$ cat src/rtl/svf2_pkg.sv
// Shared types, codes and saturation helpers for the oversampled state-variable filter.
package svf2_pkg;

  localparam int unsigned DataWidth = 32;
  localparam int unsigned RecipWidth = 31;
  localparam int unsigned ModeWidth = 2;
  localparam int unsigned IndexWidth = 2;

  // Configuration register indexes
  localparam logic [IndexWidth-1:0] CFG_CUTOFF = 2'd0;
  localparam logic [IndexWidth-1:0] CFG_RECIP_Q = 2'd1;
  localparam logic [IndexWidth-1:0] CFG_OUT_MODE = 2'd2;

  // Output select codes
  localparam logic [ModeWidth-1:0] MODE_LOW = 2'd0;
  localparam logic [ModeWidth-1:0] MODE_HIGH = 2'd1;
  localparam logic [ModeWidth-1:0] MODE_BAND = 2'd2;
  localparam logic [ModeWidth-1:0] MODE_NOTCH = 2'd3;

  typedef enum logic [3:0] {
    ST_IDLE,
    ST_MUL_FB,
    ST_UPD_LOW,
    ST_SUB_IN,
    ST_UPD_HIGH,
    ST_MUL_FH,
    ST_UPD_BAND,
    ST_ACC,
    ST_OUT
  } state_t;

  // Multiplier operand pairs
  typedef enum logic [1:0] {
    MUL_FB,  // cutoff * band
    MUL_RB,  // scaled recip_q * band
    MUL_FH   // cutoff * high
  } mul_sel_t;

  typedef struct packed {
    logic     load_x;
    logic     mul_en;
    mul_sel_t mul_sel;
    logic     upd_low;
    logic     upd_diff;
    logic     upd_high;
    logic     upd_band;
    logic     acc_en;
    logic     acc_first;
    logic     out_load;
  } cmd_t;

  typedef struct packed {
    logic out_free;
  } status_t;

  // Clamp a 33-bit signed value to the signed 32-bit range.
  function automatic logic signed [DataWidth-1:0] sat33(input logic signed [DataWidth:0] v);
    logic signed [DataWidth-1:0] r;
    if (v[DataWidth] != v[DataWidth-1]) begin
      r = v[DataWidth] ? {1'b1, {(DataWidth-1){1'b0}}} : {1'b0, {(DataWidth-1){1'b1}}};
    end else begin
      r = v[DataWidth-1:0];
    end
    return r;
  endfunction

  // Saturating sum and difference of two 32-bit signed values.
  function automatic logic signed [DataWidth-1:0] sat_add(input logic signed [DataWidth-1:0] a,
                                                          input logic signed [DataWidth-1:0] b);
    logic signed [DataWidth:0] s;
    s = {a[DataWidth-1], a} + {b[DataWidth-1], b};
    return sat33(s);
  endfunction

  function automatic logic signed [DataWidth-1:0] sat_sub(input logic signed [DataWidth-1:0] a,
                                                          input logic signed [DataWidth-1:0] b);
    logic signed [DataWidth:0] s;
    s = {a[DataWidth-1], a} - {b[DataWidth-1], b};
    return sat33(s);
  endfunction

endpackage

$ cat src/rtl/svf2_ctrl.sv
// Sequencer that steps the shared multiplier and the update registers through two filter passes.
module svf2_ctrl (
  input  logic            clk,
  input  logic            rst,
  input  logic            in_valid,
  output logic            idle,
  input  svf2_pkg::status_t status,
  output svf2_pkg::cmd_t  cmd
);

  svf2_pkg::state_t state;
  svf2_pkg::state_t state_next;
  logic             second_pass;

  always_ff @(posedge clk) begin
    if (rst) begin
      state <= svf2_pkg::ST_IDLE;
      second_pass <= 1'b0;
    end else begin
      state <= state_next;
      if (state == svf2_pkg::ST_ACC) begin
        second_pass <= ~second_pass;
      end
    end
  end

  always_comb begin
    state_next = state;
    unique case (state)
      svf2_pkg::ST_IDLE: begin
        if (in_valid) state_next = svf2_pkg::ST_MUL_FB;
      end
      svf2_pkg::ST_MUL_FB:   state_next = svf2_pkg::ST_UPD_LOW;
      svf2_pkg::ST_UPD_LOW:  state_next = svf2_pkg::ST_SUB_IN;
      svf2_pkg::ST_SUB_IN:   state_next = svf2_pkg::ST_UPD_HIGH;
      svf2_pkg::ST_UPD_HIGH: state_next = svf2_pkg::ST_MUL_FH;
      svf2_pkg::ST_MUL_FH:   state_next = svf2_pkg::ST_UPD_BAND;
      svf2_pkg::ST_UPD_BAND: state_next = svf2_pkg::ST_ACC;
      svf2_pkg::ST_ACC: begin
        state_next = second_pass ? svf2_pkg::ST_OUT : svf2_pkg::ST_MUL_FB;
      end
      svf2_pkg::ST_OUT: begin
        if (status.out_free) state_next = svf2_pkg::ST_IDLE;
      end
      default: state_next = svf2_pkg::ST_IDLE;
    endcase
  end

  always_comb begin
    cmd = '0;
    cmd.mul_sel = svf2_pkg::MUL_FB;
    idle = 1'b0;
    unique case (state)
      svf2_pkg::ST_IDLE: begin
        idle = 1'b1;
        cmd.load_x = in_valid;
      end
      svf2_pkg::ST_MUL_FB: begin
        cmd.mul_en = 1'b1;
        cmd.mul_sel = svf2_pkg::MUL_FB;
      end
      svf2_pkg::ST_UPD_LOW: begin
        cmd.upd_low = 1'b1;
        cmd.mul_en = 1'b1;
        cmd.mul_sel = svf2_pkg::MUL_RB;
      end
      svf2_pkg::ST_SUB_IN:   cmd.upd_diff = 1'b1;
      svf2_pkg::ST_UPD_HIGH: cmd.upd_high = 1'b1;
      svf2_pkg::ST_MUL_FH: begin
        cmd.mul_en = 1'b1;
        cmd.mul_sel = svf2_pkg::MUL_FH;
      end
      svf2_pkg::ST_UPD_BAND: cmd.upd_band = 1'b1;
      svf2_pkg::ST_ACC: begin
        cmd.acc_en = 1'b1;
        cmd.acc_first = ~second_pass;
      end
      svf2_pkg::ST_OUT: cmd.out_load = status.out_free;
      default: cmd = '0;
    endcase
  end

`ifndef SYNTHESIS
  a_second_pass_ends: assert property (@(posedge clk) disable iff (rst)
    (state == svf2_pkg::ST_ACC && second_pass) |=> (state == svf2_pkg::ST_OUT))
    else $error("second pass did not hand off to output");

  a_start_first_pass: assert property (@(posedge clk) disable iff (rst)
    cmd.load_x |=> (state == svf2_pkg::ST_MUL_FB && !second_pass))
    else $error("new sample did not start on the first pass");
`endif

endmodule

$ cat src/rtl/svf2_dp.sv
// Filter datapath: configuration, shared multiplier, state registers and output register.
module svf2_dp (
  input  logic                      clk,
  input  logic                      rst,
  input  logic                      cfg_write,
  input  logic [1:0]                cfg_index,
  input  logic [31:0]               cfg_data,
  input  logic signed [31:0]        sample_in,
  output logic                      out_valid,
  input  logic                      out_stall,
  output logic signed [31:0]        sample_out,
  input  svf2_pkg::cmd_t            cmd,
  output svf2_pkg::status_t         status
);

  logic signed [31:0] cutoff_coeff;
  logic        [30:0] recip_q;
  logic        [1:0]  out_mode;

  logic signed [31:0] low_acc;
  logic signed [31:0] high_val;
  logic signed [31:0] band_acc;
  logic signed [31:0] x;
  logic signed [63:0] prod;
  logic signed [31:0] acc;

  logic signed [31:0] rqs;
  logic               rq_shift;
  logic signed [31:0] mul_a;
  logic signed [31:0] mul_b;
  logic signed [31:0] mul_q;
  logic signed [31:0] scaled;
  logic signed [31:0] tap;
  logic signed [31:0] tap_half;

  // Scaled reciprocal: drop bit 30 into a one-place shift, keep the rest doubled.
  assign rqs = {1'b0, recip_q[29:0], 1'b0};
  assign rq_shift = recip_q[30];

  always_ff @(posedge clk) begin
    if (rst) begin
      cutoff_coeff <= '0;
      recip_q <= '0;
      out_mode <= svf2_pkg::MODE_LOW;
    end else if (cfg_write) begin
      unique case (cfg_index)
        svf2_pkg::CFG_CUTOFF:   cutoff_coeff <= cfg_data;
        svf2_pkg::CFG_RECIP_Q:  recip_q <= cfg_data[30:0];
        svf2_pkg::CFG_OUT_MODE: out_mode <= cfg_data[1:0];
        default: ;
      endcase
    end
  end

  always_comb begin
    unique case (cmd.mul_sel)
      svf2_pkg::MUL_FB: begin
        mul_a = cutoff_coeff;
        mul_b = band_acc;
      end
      svf2_pkg::MUL_RB: begin
        mul_a = rqs;
        mul_b = band_acc;
      end
      svf2_pkg::MUL_FH: begin
        mul_a = cutoff_coeff;
        mul_b = high_val;
      end
      default: begin
        mul_a = cutoff_coeff;
        mul_b = band_acc;
      end
    endcase
  end

  always_ff @(posedge clk) begin
    if (cmd.mul_en) prod <= mul_a * mul_b;
    if (cmd.load_x) x <= sample_in;
  end

  // Fractional product: floor(p / 2^31), clamped (only -1 * -1 overflows).
  assign mul_q = svf2_pkg::sat33(prod[63:31]);
  assign scaled = rq_shift ? svf2_pkg::sat33({mul_q, 1'b0}) : mul_q;

  always_ff @(posedge clk) begin
    if (rst) begin
      low_acc <= '0;
      high_val <= '0;
      band_acc <= '0;
    end else begin
      if (cmd.upd_low) low_acc <= svf2_pkg::sat_add(low_acc, mul_q);
      if (cmd.upd_diff) high_val <= svf2_pkg::sat_sub(x, scaled);
      if (cmd.upd_high) high_val <= svf2_pkg::sat_sub(high_val, low_acc);
      if (cmd.upd_band) band_acc <= svf2_pkg::sat_add(band_acc, mul_q);
    end
  end

  always_comb begin
    unique case (out_mode)
      svf2_pkg::MODE_LOW:   tap = low_acc;
      svf2_pkg::MODE_HIGH:  tap = high_val;
      svf2_pkg::MODE_BAND:  tap = band_acc;
      svf2_pkg::MODE_NOTCH: tap = '0;
      default:              tap = '0;
    endcase
  end

  assign tap_half = tap >>> 1;

  always_ff @(posedge clk) begin
    if (cmd.acc_en) begin
      acc <= cmd.acc_first ? tap_half : svf2_pkg::sat_add(acc, tap_half);
    end
    if (cmd.out_load) sample_out <= acc;
  end

  always_ff @(posedge clk) begin
    if (rst) begin
      out_valid <= 1'b0;
    end else if (cmd.out_load) begin
      out_valid <= 1'b1;
    end else if (!out_stall) begin
      out_valid <= 1'b0;
    end
  end

  assign status.out_free = !out_valid || !out_stall;

`ifndef SYNTHESIS
  a_no_overwrite: assert property (@(posedge clk) disable iff (rst)
    cmd.out_load |-> (!out_valid || !out_stall))
    else $error("output register loaded over a waiting result");
`endif

endmodule

$ cat src/rtl/state_variable_filter_2x_top.sv
// Top level of the two-times oversampled state-variable filter.
// Chamberlin state-variable filter on Q1.31 samples, run twice per input sample. Each
// pass updates low, high and band through one shared 32x32 multiplier, three products per
// pass, with every add, subtract and shift clamped to the 32-bit range; the selected tap
// (out_mode: low, high, band, or zero for notch) is halved after each pass and the two
// halves summed. A sample is taken in the idle state, then runs seven controller steps per
// pass (multiply, low update with the second multiply, input difference, high update,
// multiply, band update, accumulate) and one step to hand the result to the output
// register; the steps share the one multiplier and its product register, and no new sample
// is taken before the sequencer is back in idle. The result sits in the output register
// while the next sample is taken; the block holds before handing over a new result only
// while the previous one is still stalled. Write configuration only while idle:
// index 0 cutoff_coeff, 1 recip_q, 2 out_mode; other indexes are dropped. Reset clears the
// registers and the filter state.
module state_variable_filter_2x_top (
  input  logic               clk,
  input  logic               rst,
  input  logic               in_valid,
  output logic               in_stall,
  input  logic signed [31:0] sample_in,
  output logic               out_valid,
  input  logic               out_stall,
  output logic signed [31:0] sample_out,
  input  logic               cfg_write,
  input  logic [1:0]         cfg_index,
  input  logic [31:0]        cfg_data
);

  svf2_pkg::cmd_t    cmd;
  svf2_pkg::status_t status;
  logic              idle;

  // Take a new sample only when the sequencer is idle.
  assign in_stall = !idle;

  svf2_ctrl u_ctrl (
    .clk      (clk),
    .rst      (rst),
    .in_valid (in_valid),
    .idle     (idle),
    .status   (status),
    .cmd      (cmd)
  );

  svf2_dp u_dp (
    .clk        (clk),
    .rst        (rst),
    .cfg_write  (cfg_write),
    .cfg_index  (cfg_index),
    .cfg_data   (cfg_data),
    .sample_in  (sample_in),
    .out_valid  (out_valid),
    .out_stall  (out_stall),
    .sample_out (sample_out),
    .cmd        (cmd),
    .status     (status)
  );

`ifndef SYNTHESIS
  a_busy_after_take: assert property (@(posedge clk) disable iff (rst)
    (in_valid && !in_stall) |=> in_stall)
    else $error("input taken while a sample is still in work");
`endif

endmodule

$ cat config.mk
export PLATFORM = sky130hd
export DESIGN_NAME = state_variable_filter_2x_top
export DESIGN_NICKNAME = d
export VERILOG_FILES = /design/src/rtl/svf2_pkg.sv /design/src/rtl/svf2_ctrl.sv /design/src/rtl/svf2_dp.sv /design/src/rtl/state_variable_filter_2x_top.sv
export SDC_FILE = /design/constraint.sdc
export NUM_CORES = 2
export LEC_CHECK = 0
export BUFFER_PORTS_ARGS = -buffer_cell sky130_fd_sc_hd__buf_2
export CAP_MARGIN = 20
export CORE_MARGIN = 2
export CORE_UTILIZATION = 60
export CTS_CLUSTER_SIZE = 14
export DETAILED_ROUTE_END_ITERATION = 8
export HOLD_SLACK_MARGIN = 0.03
export PLACE_DENSITY = 0.77
export SYNTH_ARGS = -nofsm -noshare
export SYNTH_HDL_FRONTEND = slang
export SYNTH_SLANG_ARGS = --single-unit
$ cat constraint.sdc
create_clock -name clk -period 23.8 [get_ports clk]
set_input_delay 3.57 -clock clk [delete_from_list [all_inputs] [get_ports clk]]
set_output_delay 3.57 -clock clk [all_outputs]
set_load 0.01 [all_outputs]
==> metrics.cfg <==
[die]
die_area_sq_um=95200
die_h_microns=308
rows=111
start_util=0.606
pin_count=105
core_sq_um=91800
die_x_microns=308

[cells_and_area]
final_net_count=7710
area_growth_pct=5.59
drive_gt1_frac=0.0571
nFillCells=7673
utilization=0.640
fin_area_sq_um=58700
stdcell_count=7481

[pwr]
power_leakage_nw=27.7
power_frac_seq=0.239
swShare=0.453
total_power_mw=2.70
p_clk_frac=0.227
internal_power_mw=1.47
p_comb_frac=0.534
p_switching_mw=1.22
p_per_area_nw_per_um2=45.9
max-vdd-ir-drop_mv=0.0526

[global_route]
grt_overflow=0
grt_usage=0.386
grt_pass1_vias=47100
grt_max_degree=104
grt_pass1_wl_microns=274000
antenna_found_initial=10

[hold_path]
holdCritStartpoint=u_dp.recip_q[17]$_SDFFE_PP0P_
hold_class=reg2reg
whs_path_depth=2
min_to=u_dp.recip_q[17]$_SDFFE_PP0P_

[synthesis]
ys_types=91
yosys-top-cells-count=1086 x fa_1, 1012 x inv_1, 883 x nand2_1
synthTopCellsByArea=fa_1 39%, ha_1 7.7%, edfxtp_1 7.0%, inv_1 6.8%, dfxtp_1 6.0%
synth-edff-count=129
netlist_area_sq_um=55600
yosys_warnings=0
ys_seq_elements=296
synthArstFlopShare=0
yosysSeqAreaShare=0.130
yosysTopAreaCell=fa_1
synth.most_common_cell=fa_1
synth_ff_type=dfxtp_1
syn_nets=7802
synth_area_per_cell_sq_um=8.83
netlist.area_leader.share=0.391
syn_inst=6302

[sta]
worst_slew_pin_slew_ns=1.21
fin_skew_ns=0.0389
maxSlewHeadroom=0.177
rsz0062_at_grt=false
hold_viol=0
whs_ns=0.454
fin_ws_ns=12.72
final.period_utilization=0.466
setup_violations=0
period_needed_ns=11.08
fmax_mhz=90.2
final-max-slew-violation-count=0
final.setup.tns_ns=0

[setup_path]
timing.critical_path.buf_inv=5
r2r-end=u_dp.prod[62]$_DFFE_PP_
crit_arrival_ns=11.45
r2r_start=u_ctrl.state[0]$_SDFFE_PP0P_
critPathRequiredTime_ns=24.16
crit_path_end_kind=flip-flop
cp_slowest_stage_delay_ns=1.01
crit_top_cell=fa_1
r2r_cells=28
crit_slowest_cell=mux2i_4
r2r_slack_ns=12.72
crit_family=adder cells
cp_max_fo=51
cp-start-kind=flip-flop
critPathKind=reg2reg

[place]
gp_congestion=1.00
io_buffers=104
placed_area_sq_um=57300
pre_cts_ws_ns=12.82
dp.cells=7406
dp_hpwl_microns=140000

[detailed_routing]
ant_nets=0
wl_microns=178000
avgViaCountPerCell=6.13
drc=0
drtIter0Drc=4686
num_vias=45800
wire_per_inst_microns=23.8
first_pass_iters=8

[outcome]
status=complete, no violations

[clock_tree]
cts.clk_slew.worst_paths_ns=0.06
cts_tree=yes
cts_setup_buffers=0
cts_resized=0
cts_hold_buf=0
clk_latency_ns=0.63
clkSinkCount=296
cts_buffers=38
clock_path_buffers=3
cts_root_buffer=clkbuf_16
htree_levels=2

[job]
maxCapViolations=0

worst max-delay path by stage:
stage | startpoint | to | slack [ns] | cells past startpoint
global route | u_ctrl.state[0]$_SDFFE_PP0P_ | u_dp.prod[62]$_DFFE_PP_ | 12.15 | 28
detailed placement | u_ctrl.state[0]$_SDFFE_PP0P_ | u_dp.prod[62]$_DFFE_PP_ | 12.82 | 30
finish | u_ctrl.state[0]$_SDFFE_PP0P_ | u_dp.prod[62]$_DFFE_PP_ | 12.72 | 28
global placement | u_ctrl.state[0]$_SDFFE_PP0P_ | u_dp.prod[62]$_DFFE_PP_ | 13.11 | 28
floorplan | u_ctrl.state[3]$_SDFFE_PP0P_ | u_dp.prod[62]$_DFFE_PP_ | 14.31 | 35
CTS | u_ctrl.state[0]$_SDFFE_PP0P_ | u_dp.prod[62]$_DFFE_PP_ | 12.76 | 30
worst reg2reg max path: cells and delay by family, from the launching register on:
| family | cells | cell delay (ns) |
|---|---|---|
| xor+xnor | 1 | 0.13 |
| fa+ha+maj | 9 | 4.52 |
| buf+inv | 5 | 0.98 |
| compound gates | 7 | 2.06 |
| flops | 1 | 0.60 |
| mux | 1 | 1.07 |
| simple gates | 5 | 1.47 |
layout by cell type, fill, tap and decap left out, types with 45 or more instances in the layout:
master	instances
fa_1	1086
inv_1	1012
nand2_1	883
nor2_1	738
ha_1	343
a21oi_1	310
o21ai_0	173
dfxtp_1	164
a21o_1	144
edfxtp_1	129
xnor2_1	110
buf_2	103
buf_4	82
a211oi_1	76
xor2_1	71
nand3_1	70
and2_1	45
layout make-up:
class / instances / area, sq um / area share
Sequential cell: 296 / 7220 / 0.123
Timing Repair Buffer: 191 / 1250 / 0.0213
Inverter: 1013 / 3800 / 0.0647
Tap cell: 1243 / 1560 / 0.0265
Antenna cell: 2 / 5.00 / 0.0000852
Clock buffer: 47 / 1000 / 0.0171
Multi-Input combinational cell: 4670 / 43600 / 0.742
Clock inverter: 19 / 287 / 0.00488
logic make-up (layout without fill, tap and decap cells):
kind of cell,Yosys count,count (layout),share of synthesized area
AND/OR/NAND/NOR,1940,1940,0.145
adder cells (fa/ha/maj),1465,1465,0.474
buffers and inverters,1336,1270,0.0907
AO/OA/AOI/OAI,993,993,0.115
flip-flops,296,296,0.130
XOR/XNOR,182,182,0.0287
multiplexers,90,90,0.0171
other,0,2,0
layer usage:
| layer | share of wire | vias up | global-route usage |
|---|---|---|---|
| met2 | 0.44 | 2513 | 0.581 |
| met3 | 0.11 | 625 | 0.0993 |
| met1 | 0.39 | 22900 | 0.517 |
| met4 | 0.061 | 6 | 0.200 |
| met5 | 0.00022 | - | 0 |
| li1 | - | 19700 | - |
state kept, by name, indices dropped and copies added, names as in the netlist:
register and count:
u_dp.out_valid 1, u_dp.sample_out 32, u_dp.out_mode 2, u_dp.acc 32
u_ctrl.second_pass 1, u_dp.low_acc 32, u_dp.prod 33, u_dp.band_acc 32
u_dp.recip_q 31, u_dp.cutoff_coeff 32, u_ctrl.state 4, u_dp.high_val 32
u_dp.x 32
power groups by stage:
stage | clock [mW] | sequential [mW] | combinational [mW]
5_1_grt | 0.636 | 0.645 | 1.55
3_3_place_gp | 0 | 0.651 | 1.37
3_5_place_dp | 0 | 0.653 | 1.38
4_1_cts | 0.616 | 0.642 | 1.39
6_report | 0.613 | 0.643 | 1.44
2_1_floorplan | 0 | 0.618 | 1.04
No activity file was read; power rests on OpenSTA's default activity.
